===== src/psa_pkg.sv =====
// Shared constants, codes and control/status types of the stream slot allocator.
package psa_pkg;

   localparam int MAX_SLOTS_DEFAULT = 8;
   localparam int SLOT_CAP          = 8;

   localparam int CMD_W   = 2;
   localparam int PRIO_W  = 8;
   localparam int VOICE_W = 32;
   localparam int SLOT_W  = 3;
   localparam int STAT_W  = 3;
   localparam int CNT_W   = 4;

   localparam int REQ_DATA_W = 48;
   localparam int RSP_DATA_W = 40;

   localparam logic [CMD_W-1:0] CMD_PLAY   = 2'd0;
   localparam logic [CMD_W-1:0] CMD_END    = 2'd1;
   localparam logic [CMD_W-1:0] CMD_RELALL = 2'd2;
   localparam logic [CMD_W-1:0] CMD_NONE   = 2'd3;

   localparam logic [STAT_W-1:0] STAT_FREE    = 3'd0;
   localparam logic [STAT_W-1:0] STAT_PREEMPT = 3'd1;
   localparam logic [STAT_W-1:0] STAT_NOSLOT  = 3'd2;
   localparam logic [STAT_W-1:0] STAT_FAIL    = 3'd3;
   localparam logic [STAT_W-1:0] STAT_DONE    = 3'd4;

   typedef struct packed {
      logic load;
      logic scan_step;
      logic rel_step;
      logic emit_play;
      logic emit_end;
      logic emit_rel;
      logic emit_empty;
   } psa_ctl_type;

   typedef struct packed {
      logic [CMD_W-1:0] cmd;
      logic             idx_done;
      logic             cur_busy;
      logic             out_free;
      logic             rel_last;
   } psa_sts_type;

endpackage


===== src/psa_ctrl.sv =====
// Controller state machine of the stream slot allocator.
module psa_ctrl (
   input  logic                  clock,
   input  logic                  reset,
   input  logic                  req_tvalid,
   output logic                  req_tready,
   input  psa_pkg::psa_sts_type  sts,
   output psa_pkg::psa_ctl_type  ctl
);

   localparam logic [2:0] ST_IDLE     = 3'd0;
   localparam logic [2:0] ST_SCAN     = 3'd1;
   localparam logic [2:0] ST_PLAY_OUT = 3'd2;
   localparam logic [2:0] ST_END_OUT  = 3'd3;
   localparam logic [2:0] ST_REL      = 3'd4;

   logic [2:0] state_ff;
   logic [2:0] state_in;

   always_comb begin
      ctl        = '0;
      state_in   = state_ff;
      req_tready = (state_ff == ST_IDLE);
      unique case (state_ff)
         ST_IDLE: begin
            if (req_tvalid) begin
               ctl.load = 1'b1;
               unique case (sts.cmd)
                  psa_pkg::CMD_PLAY:   state_in = ST_SCAN;
                  psa_pkg::CMD_END:    state_in = ST_END_OUT;
                  psa_pkg::CMD_RELALL: state_in = ST_REL;
                  default:             state_in = ST_IDLE;
               endcase
            end
         end
         ST_SCAN: begin
            ctl.scan_step = 1'b1;
            // The scan ends at the slot limit or at the first free slot.
            if (sts.idx_done || !sts.cur_busy) begin
               state_in = ST_PLAY_OUT;
            end
         end
         ST_PLAY_OUT: begin
            if (sts.out_free) begin
               ctl.emit_play = 1'b1;
               state_in      = ST_IDLE;
            end
         end
         ST_END_OUT: begin
            if (sts.out_free) begin
               ctl.emit_end = 1'b1;
               state_in     = ST_IDLE;
            end
         end
         ST_REL: begin
            // Reaching the limit here means no slot was busy at all.
            priority if (sts.idx_done) begin
               if (sts.out_free) begin
                  ctl.emit_empty = 1'b1;
                  state_in       = ST_IDLE;
               end
            end else if (sts.cur_busy) begin
               if (sts.out_free) begin
                  ctl.emit_rel = 1'b1;
                  if (sts.rel_last) begin
                     state_in = ST_IDLE;
                  end
               end
            end else begin
               ctl.rel_step = 1'b1;
            end
         end
         default: state_in = ST_IDLE;
      endcase
   end

   always_ff @(posedge clock) begin
      if (reset) begin
         state_ff <= ST_IDLE;
      end else begin
         state_ff <= state_in;
      end
   end

endmodule


===== src/psa_datapath.sv =====
// Slot table, scan registers and result register of the stream slot allocator.
module psa_datapath #(
   parameter int MAX_SLOTS = psa_pkg::MAX_SLOTS_DEFAULT
) (
   input  logic                              clock,
   input  logic                              reset,
   input  logic                              csr_wen,
   input  logic [psa_pkg::CNT_W-1:0]         csr_wdata,
   input  logic [psa_pkg::REQ_DATA_W-1:0]    req_tdata,
   input  logic [psa_pkg::CMD_W-1:0]         req_tuser,
   input  psa_pkg::psa_ctl_type              ctl,
   output psa_pkg::psa_sts_type              sts,
   output logic                              rsp_tvalid,
   input  logic                              rsp_tready,
   output logic [psa_pkg::RSP_DATA_W-1:0]    rsp_tdata,
   output logic [psa_pkg::STAT_W-1:0]        rsp_tuser,
   output logic                              rsp_tlast
);

   localparam int LIM   = (MAX_SLOTS < psa_pkg::SLOT_CAP) ? MAX_SLOTS : psa_pkg::SLOT_CAP;
   localparam int IDX_W = (LIM > 1) ? $clog2(LIM) : 1;
   localparam int CNT_W = psa_pkg::CNT_W;

   // Slot table.
   logic [CNT_W-1:0]            active_ff, active_in;
   logic [LIM-1:0]              busy_ff, busy_in;
   logic [psa_pkg::PRIO_W-1:0]  prio_ff  [LIM];
   logic [psa_pkg::VOICE_W-1:0] voice_ff [LIM];
   logic                        tbl_we;
   logic [IDX_W-1:0]            tbl_idx;

   // Latched request.
   logic [psa_pkg::PRIO_W-1:0]  rprio_ff;
   logic                        rok_ff;
   logic [psa_pkg::VOICE_W-1:0] rvoice_ff;
   logic [psa_pkg::SLOT_W-1:0]  rended_ff;

   // Scan state.
   logic [CNT_W-1:0]            idx_ff, idx_in;
   logic                        free_found_ff, free_found_in;
   logic [IDX_W-1:0]            free_slot_ff, free_slot_in;
   logic                        best_valid_ff, best_valid_in;
   logic [IDX_W-1:0]            best_slot_ff, best_slot_in;
   logic [psa_pkg::PRIO_W-1:0]  best_prio_ff, best_prio_in;

   // Result register.
   logic                        out_valid_ff, out_valid_in;
   logic [psa_pkg::STAT_W-1:0]  out_stat_ff, out_stat_in;
   logic [psa_pkg::SLOT_W-1:0]  out_slot_ff, out_slot_in;
   logic [psa_pkg::VOICE_W-1:0] out_voice_ff, out_voice_in;
   logic                        out_rv_ff, out_rv_in;
   logic [CNT_W-1:0]            out_cnt_ff, out_cnt_in;
   logic                        out_last_ff, out_last_in;

   logic [IDX_W-1:0]            cur_idx;
   logic                        idx_done;
   logic                        cur_busy;
   logic                        more_busy;
   logic                        emit;
   logic [IDX_W-1:0]            voice_rd_idx;
   logic [psa_pkg::VOICE_W-1:0] voice_rd;
   logic [IDX_W-1:0]            play_slot;
   logic                        play_write;
   logic                        ended_hit;
   logic [CNT_W-1:0]            busy_cnt;
   logic [CNT_W-1:0]            cfg_sat;

   assign cur_idx  = idx_ff[IDX_W-1:0];
   assign idx_done = (idx_ff >= active_ff);
   assign cur_busy = !idx_done && busy_ff[cur_idx];
   assign emit     = ctl.emit_play | ctl.emit_end | ctl.emit_rel | ctl.emit_empty;

   // One shared read port on the voice table.
   assign voice_rd_idx = ctl.emit_rel ? cur_idx : best_slot_ff;
   assign voice_rd     = voice_ff[voice_rd_idx];

   assign play_slot  = free_found_ff ? free_slot_ff : best_slot_ff;
   assign play_write = rok_ff && (free_found_ff || best_valid_ff);
   assign ended_hit  = ({1'b0, rended_ff} < active_ff) && busy_ff[rended_ff[IDX_W-1:0]];
   assign cfg_sat    = (csr_wdata > CNT_W'(LIM)) ? CNT_W'(LIM) : csr_wdata;

   always_comb begin
      more_busy = 1'b0;
      for (int j = 0; j < LIM; j++) begin
         if ((CNT_W'(j) > idx_ff) && busy_ff[j]) begin
            more_busy = 1'b1;
         end
      end
   end

   always_comb begin
      busy_cnt = '0;
      for (int j = 0; j < LIM; j++) begin
         busy_cnt = busy_cnt + CNT_W'(busy_in[j]);
      end
   end

   always_comb begin
      active_in     = active_ff;
      busy_in       = busy_ff;
      tbl_we        = 1'b0;
      tbl_idx       = play_slot;
      idx_in        = idx_ff;
      free_found_in = free_found_ff;
      free_slot_in  = free_slot_ff;
      best_valid_in = best_valid_ff;
      best_slot_in  = best_slot_ff;
      best_prio_in  = best_prio_ff;
      out_stat_in   = out_stat_ff;
      out_slot_in   = out_slot_ff;
      out_voice_in  = out_voice_ff;
      out_rv_in     = out_rv_ff;
      out_last_in   = out_last_ff;
      out_cnt_in    = out_cnt_ff;

      if (ctl.load) begin
         idx_in        = '0;
         free_found_in = 1'b0;
         best_valid_in = 1'b0;
      end

      if (ctl.scan_step && !idx_done) begin
         idx_in = idx_ff + CNT_W'(1);
         if (!busy_ff[cur_idx]) begin
            free_found_in = 1'b1;
            free_slot_in  = cur_idx;
         end else if ((prio_ff[cur_idx] < rprio_ff) &&
                      (!best_valid_ff || (prio_ff[cur_idx] < best_prio_ff))) begin
            best_valid_in = 1'b1;
            best_slot_in  = cur_idx;
            best_prio_in  = prio_ff[cur_idx];
         end
      end

      if (ctl.rel_step) begin
         idx_in = idx_ff + CNT_W'(1);
      end

      if (ctl.emit_play) begin
         out_last_in  = 1'b1;
         out_slot_in  = '0;
         out_voice_in = '0;
         out_rv_in    = 1'b0;
         if (play_write) begin
            tbl_we               = 1'b1;
            busy_in[play_slot]   = 1'b1;
            out_slot_in          = psa_pkg::SLOT_W'(play_slot);
            if (free_found_ff) begin
               out_stat_in = psa_pkg::STAT_FREE;
            end else begin
               out_stat_in  = psa_pkg::STAT_PREEMPT;
               out_voice_in = voice_rd;
               out_rv_in    = 1'b1;
            end
         end else if (!free_found_ff && !best_valid_ff) begin
            out_stat_in = psa_pkg::STAT_NOSLOT;
         end else begin
            out_stat_in = psa_pkg::STAT_FAIL;
         end
      end

      if (ctl.emit_end) begin
         if (ended_hit) begin
            busy_in[rended_ff[IDX_W-1:0]] = 1'b0;
         end
         out_stat_in  = psa_pkg::STAT_DONE;
         out_slot_in  = rended_ff;
         out_voice_in = '0;
         out_rv_in    = 1'b0;
         out_last_in  = 1'b1;
      end

      if (ctl.emit_rel) begin
         busy_in[cur_idx] = 1'b0;
         idx_in           = idx_ff + CNT_W'(1);
         out_stat_in      = psa_pkg::STAT_DONE;
         out_slot_in      = psa_pkg::SLOT_W'(cur_idx);
         out_voice_in     = voice_rd;
         out_rv_in        = 1'b1;
         out_last_in      = !more_busy;
      end

      if (ctl.emit_empty) begin
         out_stat_in  = psa_pkg::STAT_DONE;
         out_slot_in  = '0;
         out_voice_in = '0;
         out_rv_in    = 1'b0;
         out_last_in  = 1'b1;
      end

      // Release-all reports the count after every slot has been freed.
      if (ctl.emit_play || ctl.emit_end) begin
         out_cnt_in = busy_cnt;
      end else if (ctl.emit_rel || ctl.emit_empty) begin
         out_cnt_in = '0;
      end

      if (csr_wen) begin
         active_in = cfg_sat;
         busy_in   = '0;
      end
   end

   always_comb begin
      if (emit) begin
         out_valid_in = 1'b1;
      end else if (rsp_tready) begin
         out_valid_in = 1'b0;
      end else begin
         out_valid_in = out_valid_ff;
      end
   end

   always_ff @(posedge clock) begin
      if (reset) begin
         active_ff     <= '0;
         busy_ff       <= '0;
         out_valid_ff  <= 1'b0;
         idx_ff        <= '0;
         free_found_ff <= 1'b0;
         best_valid_ff <= 1'b0;
      end else begin
         active_ff     <= active_in;
         busy_ff       <= busy_in;
         out_valid_ff  <= out_valid_in;
         idx_ff        <= idx_in;
         free_found_ff <= free_found_in;
         best_valid_ff <= best_valid_in;
      end
   end

   always_ff @(posedge clock) begin
      if (tbl_we) begin
         prio_ff[tbl_idx]  <= rprio_ff;
         voice_ff[tbl_idx] <= rvoice_ff;
      end
   end

   always_ff @(posedge clock) begin
      if (ctl.load) begin
         rprio_ff  <= req_tdata[7:0];
         rok_ff    <= req_tdata[8];
         rvoice_ff <= req_tdata[40:9];
         rended_ff <= req_tdata[43:41];
      end
      free_slot_ff <= free_slot_in;
      best_slot_ff <= best_slot_in;
      best_prio_ff <= best_prio_in;
      out_stat_ff  <= out_stat_in;
      out_slot_ff  <= out_slot_in;
      out_voice_ff <= out_voice_in;
      out_rv_ff    <= out_rv_in;
      out_cnt_ff   <= out_cnt_in;
      out_last_ff  <= out_last_in;
   end

   always_comb begin
      // The controller decodes the command straight from the port while idle.
      sts.cmd      = req_tuser;
      sts.idx_done = idx_done;
      sts.cur_busy = cur_busy;
      sts.out_free = !out_valid_ff || rsp_tready;
      sts.rel_last = !more_busy;
   end

   assign rsp_tvalid = out_valid_ff;
   assign rsp_tuser  = out_stat_ff;
   assign rsp_tlast  = out_last_ff;
   assign rsp_tdata  = {out_cnt_ff, out_rv_ff, out_voice_ff, out_slot_ff};

endmodule


===== src/priority_stream_slot_allocator_unit.sv =====
// Top level of the priority stream slot allocator.
//
// Keeps up to eight stream slots, each with a busy mark, a priority and a voice id.
// Commands arrive on the req_ stream (command in req_tuser), results leave on the
// rsp_ stream (status in rsp_tuser, rsp_tlast on the final result of a command).
// csr_wen/csr_wdata set the number of slots in use and free every slot; write it
// only while no command is in flight.
// A play request scans one slot per cycle until the first free slot or the slot
// limit, then writes its result; the scan covers at most N slots, N being the number
// of slots in use, and the controller then returns to idle for the next command.
// A voice-ended command passes through the end-output state to the result register.
// Release-all walks the slots one per cycle, waiting at a busy slot while the output
// register is full, and sends one transaction per busy slot, or one when none is busy.
// The table is updated in the same cycle as the result loads into the output register.
// When the receiver stalls, the result is held in the output register and the
// unit waits before producing the next one. One command is processed at a time.
// Reset empties the table, sets the slot count to zero and drops any pending result.
module priority_stream_slot_allocator_unit #(
   parameter int MAX_SLOTS = psa_pkg::MAX_SLOTS_DEFAULT
) (
   input  logic                           clock,
   input  logic                           reset,
   input  logic                           csr_wen,
   input  logic [psa_pkg::CNT_W-1:0]      csr_wdata,
   input  logic                           req_tvalid,
   output logic                           req_tready,
   // tdata: priority_req[7:0], play_ok[8], new_voice[40:9], ended_slot[43:41], zero fill
   input  logic [psa_pkg::REQ_DATA_W-1:0] req_tdata,
   // tuser: cmd[1:0]
   input  logic [psa_pkg::CMD_W-1:0]      req_tuser,
   output logic                           rsp_tvalid,
   input  logic                           rsp_tready,
   // tdata: slot[2:0], released_voice[34:3], release_valid[35], busy_count[39:36]
   output logic [psa_pkg::RSP_DATA_W-1:0] rsp_tdata,
   // tuser: status[2:0]
   output logic [psa_pkg::STAT_W-1:0]     rsp_tuser,
   output logic                           rsp_tlast
);

   psa_pkg::psa_ctl_type ctl;
   psa_pkg::psa_sts_type sts;

   psa_ctrl u_ctrl (
      .clock      (clock),
      .reset      (reset),
      .req_tvalid (req_tvalid),
      .req_tready (req_tready),
      .sts        (sts),
      .ctl        (ctl)
   );

   psa_datapath #(
      .MAX_SLOTS (MAX_SLOTS)
   ) u_datapath (
      .clock      (clock),
      .reset      (reset),
      .csr_wen    (csr_wen),
      .csr_wdata  (csr_wdata),
      .req_tdata  (req_tdata),
      .req_tuser  (req_tuser),
      .ctl        (ctl),
      .sts        (sts),
      .rsp_tvalid (rsp_tvalid),
      .rsp_tready (rsp_tready),
      .rsp_tdata  (rsp_tdata),
      .rsp_tuser  (rsp_tuser),
      .rsp_tlast  (rsp_tlast)
   );

   // Only release-all produces more than one transaction per command.
   assert property (@(posedge clock) disable iff (reset)
      rsp_tvalid && (rsp_tuser != psa_pkg::STAT_DONE) |-> rsp_tlast)
      else $error("play result without tlast");

   // A released voice comes only with a preemption or a release-all.
   assert property (@(posedge clock) disable iff (reset)
      rsp_tvalid && rsp_tdata[35] |->
         (rsp_tuser == psa_pkg::STAT_PREEMPT) || (rsp_tuser == psa_pkg::STAT_DONE))
      else $error("release flagged on wrong status");

   // The unit never takes a new command while a command is still producing results.
   assert property (@(posedge clock) disable iff (reset)
      rsp_tvalid && !rsp_tlast && !rsp_tready |=> !req_tready)
      else $error("command accepted during release-all");

endmodule

===== config.mk =====
export PLATFORM = sky130hd
export DESIGN_NAME = priority_stream_slot_allocator_unit
export DESIGN_NICKNAME = d
export VERILOG_FILES = /design/src/psa_pkg.sv /design/src/psa_ctrl.sv /design/src/psa_datapath.sv /design/src/priority_stream_slot_allocator_unit.sv
export SDC_FILE = /design/constraint.sdc
export NUM_CORES = 1
export LEC_CHECK = 0
export BUFFER_PORTS_ARGS = -buffer_cell sky130_fd_sc_hd__buf_2
export CORE_MARGIN = 4
export CORE_UTILIZATION = 57
export CTS_BUF_LIST = sky130_fd_sc_hd__clkbuf_2 sky130_fd_sc_hd__clkbuf_4 sky130_fd_sc_hd__clkbuf_8
export DETAILED_ROUTE_END_ITERATION = 8
export GPL_TIMING_DRIVEN = 0
export PLACE_DENSITY = 0.82
export SLEW_MARGIN = 10
export SYNTH_ARGS = -nofsm -noshare
export SYNTH_HDL_FRONTEND = slang
export SYNTH_SLANG_ARGS = --single-unit

===== constraint.sdc =====
create_clock -name clock -period 6.2 [get_ports clock]
set_input_delay 0.31 -clock clock [delete_from_list [all_inputs] [get_ports clock]]
set_output_delay 0.31 -clock clock [all_outputs]
set_load 0.02 [all_outputs]

[Word-level counts from Yosys, hierarchy flattened]
Memories as Yosys holds them, arrays and structs flattened. A register that Yosys moved wholly into a read port is not among the register bits.
Cells that the tools add are included.
Storage, ports and cells
  bits in writable memories: 320
  bits in registers: 124
  logic and storage cells: 199
  output and inout port bits: 46
  memories: 2
  input bits: 59
Cells by class
  reductions and logical operators: 40
  bitwise operators: 9
  order comparisons: 19
  muxes and demuxes: 90
  $add $sub $neg: 8
  equal/unequal tests: 11
Memory list
  u_datapath.voice_ff: depth 8, bits a word 32, read ports 1, clocked after Yosys merged registers in 0, wr ports 1, RTL line psa_datapath.sv:28  | logic [psa_pkg::VOICE_W-1:0] voice_ff [LIM];
  u_datapath.prio_ff: depth 8, bits a word 8, read ports 1, clocked after Yosys merged registers in 1, wr ports 1, RTL line psa_datapath.sv:27  | logic [psa_pkg::PRIO_W-1:0] prio_ff [LIM];
Operators by type and width (count)
  2-to-1 mux 32 bit: 5
  2-to-1 mux 1 bit: 48
  2-to-1 mux 3 bit: 16
  2-to-1 mux 8 bit: 6
  2-to-1 mux 4 bit: 7
  adder 4 x 1 -> 4 bit: 6
  logical AND 1 bit: 17
  AND 8 bit: 2
  > comparator 3 x 4 -> 1 bit (first input constant): 4
  less-than comparator 8 bit: 2
  NOT 8 bit: 2
  less-than comparator 3 x 4 -> 1 bit (second input constant): 3
  one-hot mux 3 bit (4 select lines): 1
  demux 1 bit (select 3 bit): 3
  greater-or-equal comparator 3 x 1 -> 1 bit (second input constant): 3
  one-hot mux 3 bit (3 select lines): 1
  > comparator 1 x 4 -> 1 bit (first input constant): 2
  > comparator 2 x 4 -> 1 bit (first input constant): 2
  OR 8 bit: 1
  binary-select mux 1 bit (select 3 bit): 2
  equality test 3 x 2 -> 1 bit (second input constant): 2
  logical NOT 1 bit: 6
  logical OR 1 bit: 6
  inequality test 3 x 2 -> 1 bit (second input constant): 2
  25 further kinds: 28

[Logic depth before layout (Yosys ltp)]
Gate-level depths: netlist (run 1).
  depth after elaboration: 22
  gate-level depth with buffers: 18
  mapped depth without buffers: 17

[Modules after synthesis]
A second synthesis (run 1) with hierarchy kept.
Unflattened totals
  cells, all modules: 972
  area, all modules: 17578.1 um2
Modules (own cells, without submodules)
  psa_datapath: sequential area each 12712.2 um2, times used 1, area an instance 17271.6 um2, cells each 936
  psa_ctrl: sequential area each 60.1 um2, times used 1, area an instance 306.5 um2, cells each 36

[Worst setup path after synthesis (run 1)]
Ideal clock, no wire load.
  path type: reg2reg
  start: register u_datapath.free_found_ff
  end: register u_datapath.out_cnt_ff[2] (data pin)
  path buffers: 1
  setup time: 0.266 ns
  setup slack: 0.272 ns
  period minus slack after synthesis: 5.928 ns
  cell stages (with the launch flop): 17
  arrival: 5.662 ns
  cells stage by stage: dfxtp_1 > clkbuf_1 > o21ai_0 > nor2_1 > nand3b_1 > nor2_1 > o221ai_1 > a31oi_1 > ha_1 > inv_1 > fa_1 > fa_1 > inv_1 > fa_1 > fa_1 > xnor2_1 > nor2_1
Between the ends
  longest elaborated chain between the ends: 22
  elaborated cells on any way between the ends: 25
RTL lines
  start, declared: RTL line psa_datapath.sv:40  | logic free_found_ff, free_found_in;
  start signal, assigned: RTL line psa_datapath.sv:227  | free_found_ff <= free_found_in;
  2-to-1 mux 3 bit: RTL line psa_datapath.sv:77  | assign play_slot = free_found_ff ? free_slot_ff : best_slot_ff;
  less-than comparator 3 x 4 -> 1 bit (not written as such) or greater-or-equal comparator 3 x 1 -> 1 bit (tied branches): RTL line psa_datapath.sv:146  | busy_in[play_slot] = 1'b1;
  logical AND 1 bit (not written as such): RTL line psa_datapath.sv:146
  2-to-1 mux 1 bit (not written as such): RTL line psa_datapath.sv:146
  demux 1 bit (select 3 bit)
  OR 8 bit (no source line)
  2-to-1 mux 8 bit (*): RTL line psa_datapath.sv:144  | if (play_write) begin
  2-to-1 mux 8 bit (*): RTL line psa_datapath.sv:139  | if (ctl.emit_play) begin
  [2 not listed]
  2-to-1 mux 8 bit (*): RTL line psa_datapath.sv:162  | if (ctl.emit_end) begin
  AND 8 bit (no source line)
  2-to-1 mux 8 bit (*): RTL line psa_datapath.sv:173  | if (ctl.emit_rel) begin
  2-to-1 mux 8 bit (*): RTL line psa_datapath.sv:198  | if (csr_wen) begin
  via u_datapath.busy_in[1]: RTL line psa_datapath.sv:26  | logic [LIM-1:0] busy_ff, busy_in;
  adder 1 x 1 -> 2 bit (*): RTL line psa_datapath.sv:94  | busy_cnt = busy_cnt + CNT_W'(busy_in[j]);
  adder 4 x 1 -> 4 bit (*) (6 in series): RTL line psa_datapath.sv:94
  2-to-1 mux 4 bit (*): RTL line psa_datapath.sv:192  | if (ctl.emit_play || ctl.emit_end) begin
  end signal, assigned: RTL line psa_datapath.sv:253  | out_cnt_ff <= out_cnt_in;
  end, declared: RTL line psa_datapath.sv:52  | logic [CNT_W-1:0] out_cnt_ff, out_cnt_in;
The timed path passes the listed nets; every way through them passes the cells marked *.
A chain may end at the register's enable or synchronous reset.

[Final worst setup path (run 1)]
  start: register u_datapath.idx_ff[0]
  end: register u_datapath.out_cnt_ff[2] (data pin)
Between the ends
  longest elaborated chain between the ends: 16
  elaborated cells on any way between the ends: 25
RTL lines
  start, declared: RTL line psa_datapath.sv:39  | logic [CNT_W-1:0] idx_ff, idx_in;
  start signal, assigned: RTL line psa_datapath.sv:226  | idx_ff <= idx_in;
  less-than comparator 3 x 4 -> 1 bit (not written as such) (tied with other cells): RTL line psa_datapath.sv:174  | busy_in[cur_idx] = 1'b0;
  logical AND 1 bit (not written as such) (tied with other cells): RTL line psa_datapath.sv:174
  2-to-1 mux 1 bit (not written as such) or logical AND 1 bit (tied branches): RTL line psa_datapath.sv:174, psa_datapath.sv:70
  demux 1 bit (select 3 bit) or 2-to-1 mux 1 bit (tied branches)
  NOT 8 bit (no source line) or 2-to-1 mux 1 bit (tied branches)
  AND 8 bit (no source line) or 2-to-1 mux 2 bit (tied branches)
  2-to-1 mux 8 bit (*): RTL line psa_datapath.sv:173
  2-to-1 mux 8 bit (*): RTL line psa_datapath.sv:198
  via u_datapath.busy_in[0]: RTL line psa_datapath.sv:26
  adder 1 x 1 -> 2 bit (*): RTL line psa_datapath.sv:94
  adder 4 x 1 -> 4 bit (*) (6 in series): RTL line psa_datapath.sv:94
  2-to-1 mux 4 bit (*): RTL line psa_datapath.sv:192
The timed path passes the listed nets; every way through them passes the cells marked *. The select of a mux whose other input is x is not followed.

==> metrics, run 1 <==
Final Hold Viols=0; largest net degree at the start of global routing=29; Seq. cell area=12800 um2; mean post-synth cell area=roughly 15 um2; Starting Density=0.576; Max Slew Vio Count=0; core area=roughly 32000 um2; Die Area=roughly 35000 um2; Setup WS post-layout=around 0.33 ns; Leak=roughly 7.9 nW; post-synthesis sequential area ratio=0.702; CTS tree=yes; period utilisation layout=0.947; I/O Buffers=100; synth warn=0; DR WL/cell=~23 um; number of synthesized flops with an enable pin=382; Crit path required time=between 6 and 7 ns; Top FF cell, synth=edfxtp_1; pwr dens=283 nW/um2; total wire length=around 44000 um; Area after DPL=just under 20000 um2; Filler cells=2005; DR vias=11854; routed vias/inst=6.15; first-pass GRT wire length=68100 um; Max Cap Viol=0; # clock sinks=~450; Tot GR Track Use=0.250; ys async rst share=0; worst min path class=in -> reg; Synthesized Nets=around 1300; vias in the first global route=12113; initial antenna violation count=0; final instance area=between 20000 and 25000 um2; Chip Height=about 190 um; RD Place Congestion=0.895; crit path capture type=register; Worst Path Max Fanout=10; R2R Setup Slk=between 0.3 and 0.4 ns; Antenna Nets Post-Route=0; Critical Path Start Type=register; Die X=187 um; dpl hpwl=between 20000 and 30000 um; ANT cells=0; htree depth=3; clock buffer depth=3; Final #Nets=approximately 1600; leading cell type in the layout, fill and taps excluded=edfxtp_1; total power=approximately 6 mW; crit path DAT=6.19 ns; Slew headroom=0.276; Core Rows=65; Inserted Clock Buffers=70; CTS root buf=clkbuf_8; Seq cells post-synth=447; Synth Instances=~1200; ratio of cells with drive above 1 in the final layout=0.207; area grow syn2layout=17.7%; VDD IR max=around 170 uV; clock slew at reported path FFs=around 0.06 ns; Fmax=between 150 and 200 MHz; Least-Margin Pin Slew=around 1.1 ns; kind of critical path=reg -> reg; number of remaining DRC errors=0; skew final=approximately 0.023 ns; DR pass1 iterations=6; Starting DRT DRC Count=between 1000 and 1500; footprint of the multi-input gates=4690 um2; setup repair after global routing missed its margin=no; Cell Area, Synth=approximately 18000 um2; dpl ws=between 0.3 and 0.4 ns; num ports=approximately 110; most frequent cells in the layout=edfxtp_1, inv_1, buf_2; Clock Latency Late Sink=roughly 0.6 ns; final setup vio count=0; outcome=complete, no violations; total grt overflow=0; synth unique cells=60; fin crit period=roughly 5.9 ns
routing by layer:
layer / global-route usage / wire (um)
met4: 0.0993 / 1380
met3: 0.0561 / 4620
met2: 0.414 / 21800
met1: 0.326 / 16600
met5: 0 / 0
per-stage QoR:
step | hold WS (ns) | cells | utilization | TNS [ns]
global route | 0.0346 | 1927 | 0.678 | 0
detailed placement | 0.438 | 1760 | 0.620 | 0
finish | 0.0419 | 1927 | 0.678 | 0
floorplan | 0.409 | 1245 | - | 0
global placement | 0.429 | 1747 | 0.608 | -6.54
CTS | 0.00587 | 1927 | 0.678 | 0
Yosys cell counts, drive strengths merged, types with 2 or more instances:
master     n  area [um2]
o31ai      8        60.1
and3      52         325
clkbuf    56         210
mux4      46        1040
a311oi     3        26.3
a211oi     3        22.5
mux2       9         101
dfxtp     65        1300
inv      137         514
or2        5        31.3
ha        25         313
buf       11        73.8
o211ai     2        15.0
a21oi     20         100
a21boi    36         282
a211o     28         245
nor3       9        55.1
fa         4        80.1
o2111ai   27         236
nor2b      6        37.5
a31oi      5        31.3
nor3b      2        15.0
nand4      4        25.0
and2       5        31.3
o21a       4        30.0
edfxtp   382       11500
o41ai      6        52.6
nand2     57         214
nor4       4        25.0
nand3     49         245
o221ai     5        43.8
or3        4        25.0
o22a       3        26.3
xnor2      2        17.5
nor2      43         169
o21ai     82         410
mux2i      6        60.1
a2111oi    5        43.8
nand2b    10        62.6
o311ai     2        17.5
layout make-up:
type,instances,share of cell area
Multi-Input combinational cell,593,0.219
Tap cell,402,0.0235
Timing Repair Buffer,157,0.0579
Clock inverter,12,0.00322
Inverter,138,0.0242
Clock buffer,111,0.0620
Sequential cell,447,0.597
Buffer,67,0.0133
critical path, cell delays in order (launching register included):
cell       delay, ns
dfxtp_1         0.38
buf_2           0.29
clkinv_1        0.34
ha_1            0.38
nand2b_1        0.13
a2111oi_0       0.50
nor3_1          0.23
clkbuf_1        0.32
nor3_4          0.47
a211oi_1        0.16
ha_1            0.32
inv_1           0.08
fa_1            0.43
fa_1            0.49
inv_1           0.05
fa_1            0.41
fa_1            0.41
xnor2_1         0.16
nor2_1          0.06
sequential cells by signal (all words and copies together), names as in the netlist, 3 cells and up, named ones only:
name	cells
u_datapath.free_slot_ff	3
u_datapath.rsp_tuser	3
u_datapath.prio_ff	64
u_datapath.best_prio_ff	8
u_datapath.out_voice_ff	32
u_datapath.busy_ff	8
u_datapath.rended_ff	3
u_datapath.idx_ff	4
u_datapath.rprio_ff	8
u_datapath.rvoice_ff	32
u_datapath.out_slot_ff	3
u_datapath.best_slot_ff	3
u_datapath.out_cnt_ff	4
u_datapath.active_ff	4
u_datapath.voice_ff	256
u_ctrl.state_ff	3
cell families (layout without fill, tap and decap cells):
logic type / count (synthesis) / in the layout / share of synthesized area
xor+xnor: 2 / 2 / 0.000963
compound gates: 246 / 246 / 0.0936
fa+ha+maj: 30 / 30 / 0.0221
mux: 61 / 61 / 0.0658
buf+inv: 205 / 485 / 0.0441
simple gates: 254 / 254 / 0.0712
flops: 447 / 447 / 0.702
final timing paths:
check                                                   to                                      from  cells after the start
setup / recovery    u_datapath.out_cnt_ff[2]$_SDFFCE_PN0P_         u_datapath.idx_ff[0]$_SDFFE_PP0N_                     18
hold / removal             u_ctrl.state_ff[2]$_SDFFE_PP0P_                                     reset                      3
setup reg to reg    u_datapath.out_cnt_ff[2]$_SDFFCE_PN0P_         u_datapath.idx_ff[0]$_SDFFE_PP0N_                     18
hold reg to reg   u_datapath.out_voice_ff[13]$_SDFFE_PP0P_  u_datapath.out_voice_ff[13]$_SDFFE_PP0P_                      2
where the power goes:
group | total, mW | switching (mW) | internal, mW | leakage (nW)
Sequential | 3.39 | 0.0621 | 3.33 | 3.99
Clock | 2.47 | 1.11 | 1.36 | 0.746
Combinational | 0.206 | 0.127 | 0.0792 | 3.14
Total | 6.07 | 1.30 | 4.77 | 7.87
repair_timing:
item                                   4_1_cts  5_1_grt
hold buffers                                44        0
endpoints found under the hold margin       44        0
setup endpoints to repair                    0        2
resized for setup                            0        1
buffers inserted                             0        0
Power figures use the tool's default switching activity.
==> run 2, diff against run 1 <==
--- a/config.mk
+++ b/config.mk
@@ -11,6 +11,7 @@
 export CTS_BUF_LIST = sky130_fd_sc_hd__clkbuf_2 sky130_fd_sc_hd__clkbuf_4 sky130_fd_sc_hd__clkbuf_8
 export DETAILED_ROUTE_END_ITERATION = 8
 export GPL_TIMING_DRIVEN = 0
+export MAX_ROUTING_LAYER = met4
 export PLACE_DENSITY = 0.82
 export SLEW_MARGIN = 10
 export SYNTH_ARGS = -nofsm -noshare
==> run 2 against run 1 <==
  * Sequential power barely moved
  * Critical path type unchanged
  * Sequential share of layout area fell by 0.19 points
  * Largest power group unchanged
  * Cell area rose by 0.32%
  * Die area did not move
  * Routed wire length rose by 1.9%
  * Register-to-register slack improved by 0.11 ns
  * Non-clock buffer count did not move
  * Power rose by 2.4%
  * Clock-buffer cell count fell by 2
  * Clock power rose by 6%
  * Via count rose by 1.9%
==> metrics, run 2 (same netlist as run 1, synthesis figures left out) <==
Critical path destination=u_datapath.out_cnt_ff[2]$_SDFFCE_PN0P_ (unchanged); Slew headroom=0.168 (was 0.276); Antenna Nets Post-Route=0 (unchanged); Worst Path Max Fanout=10 (unchanged); max reg flops=256 (unchanged); dpl hpwl=28000 um (was 27500 um); CTS root buf=clkbuf_8 (unchanged); Final Util=0.680 (was 0.678); Critical Path Source=u_datapath.idx_ff[0]$_SDFFE_PP0N_ (unchanged); htree depth=3 (unchanged); total wire length=45200 um (was 44400 um); R2R Path Start=u_datapath.idx_ff[0]$_SDFFE_PP0N_ (unchanged); routed vias/inst=6.24 (was 6.15); worst min path class=in -> reg (unchanged); Max Cap Viol=0 (unchanged); fin crit period=5.77 ns (was 5.87 ns); CTS tree=yes (unchanged); Final #Nets=1564 (was 1562); Reg with most FFs=u_datapath.voice_ff (unchanged); Clock Latency Late Sink=0.63 ns (was 0.60 ns); total grt overflow=0 (unchanged); leading cell type in the layout, fill and taps excluded=edfxtp_1 (unchanged); Tot GR Track Use=0.263 (was 0.250); first-pass GRT wire length=69500 um (was 68100 um); vias in the first global route=12334 (was 12113); layer with the highest usage=met2 (unchanged); number of remaining DRC errors=0 (unchanged); clock buffer depth=3 (unchanged); VDD IR max=175 uV (about the same); Most common cell on crit path=fa_1 (unchanged); slowest stage delay, CP=0.49 ns (was 0.50 ns); most frequent cells in the layout=edfxtp_1, inv_1, buf_2 (unchanged); Die X=187 um (unchanged); pwr dens=289 nW/um2 (was 283 nW/um2); core area=31600 um2 (unchanged); sequential share of power=0.546 (was 0.559); Sw Pwr=1.37 mW (was 1.30 mW); I/O Buffers=100 (unchanged); Least-Margin Pin Slew=1.24 ns (was 1.08 ns); Leak=7.92 nW (was 7.87 nW); num ports=105 (unchanged); GRT met3 Usage=0.0556 (was 0.0561); cells along the critical path=buf_2 -> clkinv_1 -> ha_1 -> nand2b_1 -> a2111oi_0 -> nor3_1 -> clkbuf_1 -> nor3_4 -> a31oi_1 -> ha_1 -> inv_1 -> fa_1 -> fa_1 -> inv_1 -> fa_1 -> fa_1 -> xnor2_1 -> nor2_1 (was buf_2 -> clkinv_1 -> ha_1 -> nand2b_1 -> a2111oi_0 -> nor3_1 -> clkbuf_1 -> nor3_4 -> a211oi_1 -> ha_1 -> inv_1 -> fa_1 -> fa_1 -> inv_1 -> fa_1 -> fa_1 -> xnor2_1 -> nor2_1); Starting DRT DRC Count=1420 (was 1300); clock slew at reported path FFs=0.06 ns (about the same); Starting Density=0.576 (unchanged); ANT cells=0 (unchanged); Crit path required time=6.55 ns (was 6.51 ns); Chip Height=187 um (unchanged); Fin Hold WS=0.0293 ns (was 0.0419 ns); grt met1 use=0.331 (was 0.326); Die Area=34800 um2 (unchanged); Switching Share=0.221 (was 0.214); Core Rows=65 (unchanged); FF-to-FF End=u_datapath.out_cnt_ff[2]$_SDFFCE_PN0P_ (unchanged); DR pass1 iterations=5 (was 6); Critical Path Start Type=register (unchanged); ratio of cells with drive above 1 in the final layout=0.209 (was 0.207); Fmax=173 MHz (was 170 MHz); R2R Setup Slk=0.43 ns (was 0.33 ns); internal power=4.83 mW (was 4.77 mW); DR vias=12083 (was 11854); # clock sinks=447 (unchanged); period utilisation layout=0.930 (was 0.947); Max Slew Vio Count=0 (unchanged); RD Place Congestion=0.912 (was 0.895); skew final=0.0401 ns (was 0.0231 ns); final setup vio count=0 (unchanged); CP max stage cell=a2111oi_0 (unchanged); setup repair after global routing missed its margin=no (unchanged); Reg2Reg Depth=18 (unchanged); largest net degree at the start of global routing=29 (unchanged); Comb pwr share=0.033 (was 0.034); initial antenna violation count=0 (unchanged); Clock Power Share=0.421 (was 0.407); Final Hold Viols=0 (unchanged); outcome=complete, no violations (unchanged); crit path DAT=6.11 ns (was 6.19 ns); largest registers=u_datapath.voice_ff (256), u_datapath.prio_ff (64) (unchanged); crit path capture type=register (unchanged); met2 Use GR=0.421 (was 0.414); Inserted Clock Buffers=72 (was 70); kind of critical path=reg -> reg (unchanged); DR WL/cell=23.4 um (was 23.0 um); area grow syn2layout=18.0% (was 17.7%)
[run 2: cell count changes in the layout (fill, tap and decap cells not counted), sizes merged]
| cell | delta |
|---|---|
| clkinv | +8 |
| buf | -2 |
| inv | +3 |
| clkbuf | -2 |
| clkinvlp | -1 |
| dlygate4sd3 | +2 |
| bufinv | +1 |
[run 2: power groups by stage]
stage / logic (mW) / clock network, mW / registers [mW]
finish: 0.205 / 2.61 / 3.39
global route: 0.222 / 2.78 / 3.40
CTS: 0.203 / 2.63 / 3.39
detailed placement: 0.179 / 0 / 3.45
global placement: 0.170 / 0 / 3.45
floorplan: 0.0831 / 0 / 3.45
[run 2: critical path: cells and delay by family (launching register included)]
kind | cells | cell delay (ns)
buffers and inverters | 5 | 1.05
and+or+nand+nor | 4 | 0.82
DFF | 1 | 0.38
xor gates and xnor gates | 1 | 0.17
AOI/OAI and AO/OA | 2 | 0.67
adders and majority gates | 6 | 2.42
[run 2: cell type report]
type	count	area [um2]
Fill cell	2019	10100
Tap cell	402	503
Inverter	138	518
Timing Repair Buffer	157	1210
Clock inverter	23	171
Buffer	67	284
Clock buffer	109	1330
Sequential cell	447	12800
Multi-Input combinational cell	593	4680
[run 2: metal layers]
metal,up-vias,wire (um),share of wire
met5,-,0,0
met4,0,1690,0.037
met3,146,4800,0.11
met2,840,22300,0.49
met1,5912,16500,0.36
li1,5185,-,-
[run 2: timing repair]
item / in CTS / in global routing
resized for setup: 0 / 2
hold buffers: 46 / 0
setup buffers: 0 / 0
setup endpoints to repair: 0 / 2
hold endpoints to repair: 47 / 0
[run 2: worst min path at each step]
stage / startpoint / end / slack [ns] / cells after the start
detailed placement: u_datapath.out_voice_ff[15]$_SDFFE_PP0P_ / u_datapath.out_voice_ff[15]$_SDFFE_PP0P_ / 0.44 / 2
CTS: csr_wdata[2] / u_datapath.active_ff[2]$_SDFFE_PP0P_ / 0.009 / 5
global route: csr_wen / u_datapath.active_ff[3]$_SDFFE_PP0P_ / 0.03 / 3
finish: csr_wen / u_datapath.active_ff[3]$_SDFFE_PP0P_ / 0.03 / 3
floorplan: req_tdata[41] / u_datapath.rended_ff[0]$_DFFE_PP_ / 0.41 / 0
global placement: u_datapath.out_voice_ff[15]$_SDFFE_PP0P_ / u_datapath.out_voice_ff[15]$_SDFFE_PP0P_ / 0.43 / 2
[run 2: through the flow]
stage                     setup WS [ns]  power (mW)  cell area [um2]  TNS, ns  cells
after floorplan                   0.272        3.53            18200        0   1245
after global placement            -1.88        3.62            19200    -6.61   1747
after detailed placement          0.353        3.63            19500        0   1758
after CTS                         0.300        6.22            21500        0   1936
after global routing             0.0256        6.39            21500        0   1936
final                             0.432        6.21            21500        0   1936
==> run 3, diff against run 2 <==
--- a/config.mk
+++ b/config.mk
@@ -5,7 +5,7 @@
 export SDC_FILE = /design/constraint.sdc
 export NUM_CORES = 1
 export LEC_CHECK = 0
-export BUFFER_PORTS_ARGS = -buffer_cell sky130_fd_sc_hd__buf_2
+export BUFFER_PORTS_ARGS = -buffer_cell sky130_fd_sc_hd__buf_4
 export CORE_MARGIN = 4
 export CORE_UTILIZATION = 57
 export CTS_BUF_LIST = sky130_fd_sc_hd__clkbuf_2 sky130_fd_sc_hd__clkbuf_4 sky130_fd_sc_hd__clkbuf_8
==> run 3 against run 2 <==
  * Combinational power up 10%
  * Worst setup slack worse by 0.050 ns
  * Sequential share of layout area down 0.81 points
  * Clock skew down 0.016 ns
  * Sequential power about the same
  * Core utilization up 0.94 points
  * Power down 0.53%
  * Global-route usage down 0.66 points
  * Worst hold slack better by 0.032 ns
  * Clock power down 2%
  * Largest cell class unchanged
  * Register-to-register slack worse by 0.05 ns
==> metrics, run 3 (same netlist as run 1, synthesis figures left out) <==
CTS tree=yes (unchanged); Final Util=0.690 (was 0.680); num ports=105 (unchanged); number of remaining DRC errors=0 (unchanged); Inserted Clock Buffers=70 (was 72); DR pass1 iterations=6 (was 5); vias in the first global route=12139 (was 12334); Core Rows=65 (unchanged); Chip Height=187 um (unchanged); crit path capture type=register (unchanged); Worst Path Max Fanout=10 (unchanged); first-pass GRT wire length=67800 um (was 69500 um); # clock sinks=447 (unchanged); Clock Latency Late Sink=0.59 ns (was 0.63 ns); skew final=0.0242 ns (was 0.0401 ns); dpl hpwl=27900 um (was 28000 um); CTS root buf=clkbuf_8 (unchanged); Setup WS post-layout=0.382 ns (was 0.432 ns); kind of critical path=reg -> reg (unchanged); final setup vio count=0 (unchanged); Critical Path Start Type=register (unchanged); FF-to-FF End=u_datapath.out_cnt_ff[2]$_SDFFCE_PN0P_ (unchanged); period utilisation layout=0.938 (was 0.930); Final Hold Viols=0 (unchanged); Fin Hold WS=0.0608 ns (was 0.0293 ns); total wire length=43800 um (was 45200 um); Die X=187 um (unchanged); R2R Path Start=u_datapath.idx_ff[0]$_SDFFE_PP0N_ (unchanged); Starting Density=0.576 (unchanged); Die Area=34800 um2 (unchanged); DR vias=11900 (was 12083); outcome=complete, no violations (unchanged); Max Cap Viol=0 (unchanged); worst min path class=in -> reg (unchanged); hold path startpoint=csr_wdata[1] (was csr_wen); Filler cells=2012 (was 2019); most frequent cells in the layout=edfxtp_1, inv_1, buf_4 (was edfxtp_1, inv_1, buf_2); Worst Hold Path EP=u_datapath.active_ff[1]$_SDFFE_PP0P_ (was u_datapath.active_ff[3]$_SDFFE_PP0P_); leading cell type in the layout, fill and taps excluded=edfxtp_1 (unchanged); Reg2Reg Depth=17 (was 18); fin crit period=5.82 ns (was 5.77 ns); largest net degree at the start of global routing=29 (unchanged); Setup Buffers After CTS=0 (unchanged); Antenna Nets Post-Route=0 (unchanged); clock buffer depth=3 (unchanged); pwr dens=284 nW/um2 (was 289 nW/um2); routed vias/inst=6.15 (was 6.24); dpl ws=0.274 ns (was 0.353 ns); VDD IR max=152 uV (was 175 uV); ratio of cells with drive above 1 in the final layout=0.208 (was 0.209); Fmax=172 MHz (was 173 MHz); Least-Margin Pin Slew=1.08 ns (was 1.24 ns); Slew headroom=0.279 (was 0.168); max reg flops=256 (unchanged); Leak=7.98 nW (was 7.92 nW); clock slew at reported path FFs=0.06 ns (about the same); Crit path required time=6.52 ns (was 6.55 ns); total power=6.18 mW (was 6.21 mW); Reg with most FFs=u_datapath.voice_ff (unchanged); Max Slew Vio Count=0 (unchanged); setup repair after global routing missed its margin=no (unchanged); initial antenna violation count=0 (unchanged); Final #Nets=1565 (was 1564); core area=31600 um2 (unchanged); htree depth=3 (unchanged); crit path DAT=6.13 ns (was 6.11 ns); total grt overflow=0 (unchanged); RD Place Congestion=0.902 (was 0.912); R2R Setup Slk=0.38 ns (was 0.43 ns); ANT cells=0 (unchanged); Tot GR Track Use=0.257 (was 0.263); DR WL/cell=22.6 um (was 23.4 um); largest registers=u_datapath.voice_ff (256), u_datapath.prio_ff (64) (unchanged); Starting DRT DRC Count=1398 (was 1420); I/O Buffers=100 (unchanged); hold depth=5 (was 3); area grow syn2layout=19.7% (was 18.0%)
run 3: worst max-delay path by stage:
stage / from / to / slack, ns / cells past startpoint
final: u_datapath.idx_ff[0]$_SDFFE_PP0N_ / u_datapath.out_cnt_ff[2]$_SDFFCE_PN0P_ / 0.38 / 17
after detailed placement: u_datapath.idx_ff[0]$_SDFFE_PP0N_ / u_datapath.out_cnt_ff[2]$_SDFFCE_PN0P_ / 0.27 / 18
after floorplan: u_datapath.free_found_ff$_SDFF_PP0_ / u_datapath.out_cnt_ff[2]$_SDFFCE_PN0P_ / 0.27 / 16
after CTS: u_datapath.idx_ff[0]$_SDFFE_PP0N_ / u_datapath.out_cnt_ff[2]$_SDFFCE_PN0P_ / 0.25 / 18
after global routing: u_datapath.idx_ff[0]$_SDFFE_PP0N_ / u_datapath.out_cnt_ff[2]$_SDFFCE_PN0P_ / 0.02 / 18
after global placement: u_datapath.free_found_ff$_SDFF_PP0_ / u_datapath.out_cnt_ff[2]$_SDFFCE_PN0P_ / -1.88 / 16
run 3: power by group:
part	internal [mW]	switching, mW	leakage, nW	total [mW]
combinational	0.0993	0.127	3.20	0.226
clock	1.44	1.12	0.788	2.56
sequential	3.33	0.0622	3.99	3.39
run 3: final cells by class:
class | count | area, um2 | share of cell area
Sequential cell | 447 | 12800 | 0.587
Buffer | 67 | 284 | 0.0130
Multi-Input combinational cell | 593 | 4690 | 0.215
Inverter | 138 | 518 | 0.0238
Clock buffer | 111 | 1350 | 0.0621
Timing Repair Buffer | 160 | 1520 | 0.0698
Clock inverter | 17 | 129 | 0.00592
Tap cell | 402 | 503 | 0.0231
run 3: worst max-delay path, stage by stage, from the launching register on:
cell       delay, ns
dfxtp_1         0.39
buf_2           0.29
clkinv_1        0.35
ha_1            0.39
nand2b_1        0.14
a2111oi_0       0.48
nor3_1          0.21
clkbuf_1        0.31
nor2_1          0.39
nand2_1         0.17
o221ai_1        0.35
fa_1            0.50
fa_1            0.50
inv_1           0.05
fa_1            0.40
fa_1            0.40
xnor2_1         0.16
nor2_1          0.06
run 3: through the flow:
step / TNS [ns] / area [um2] / cells
3_3_place_gp: -6.60 / 19400 / 1747
5_1_grt: 0 / 21800 / 1935
4_1_cts: 0 / 21800 / 1935
6_report: 0 / 21800 / 1935
2_1_floorplan: 0 / 18200 / 1245
3_5_place_dp: 0 / 19800 / 1760
run 3: what timing repair did:
action | in CTS | in global routing
endpoints found under the setup margin | 0 | 2
hold buffers | 47 | 0
endpoints found under the hold margin | 47 | 0
resized for setup | 0 | 1
run 3: per-layer routing:
layer  up-vias  part of all wire  track usage
met2       782              0.48        0.398
li1       5179                 -            -
met1      5800              0.38        0.335
met5         -                 0            -
met4         0             0.038        0.118
met3       139              0.10       0.0475
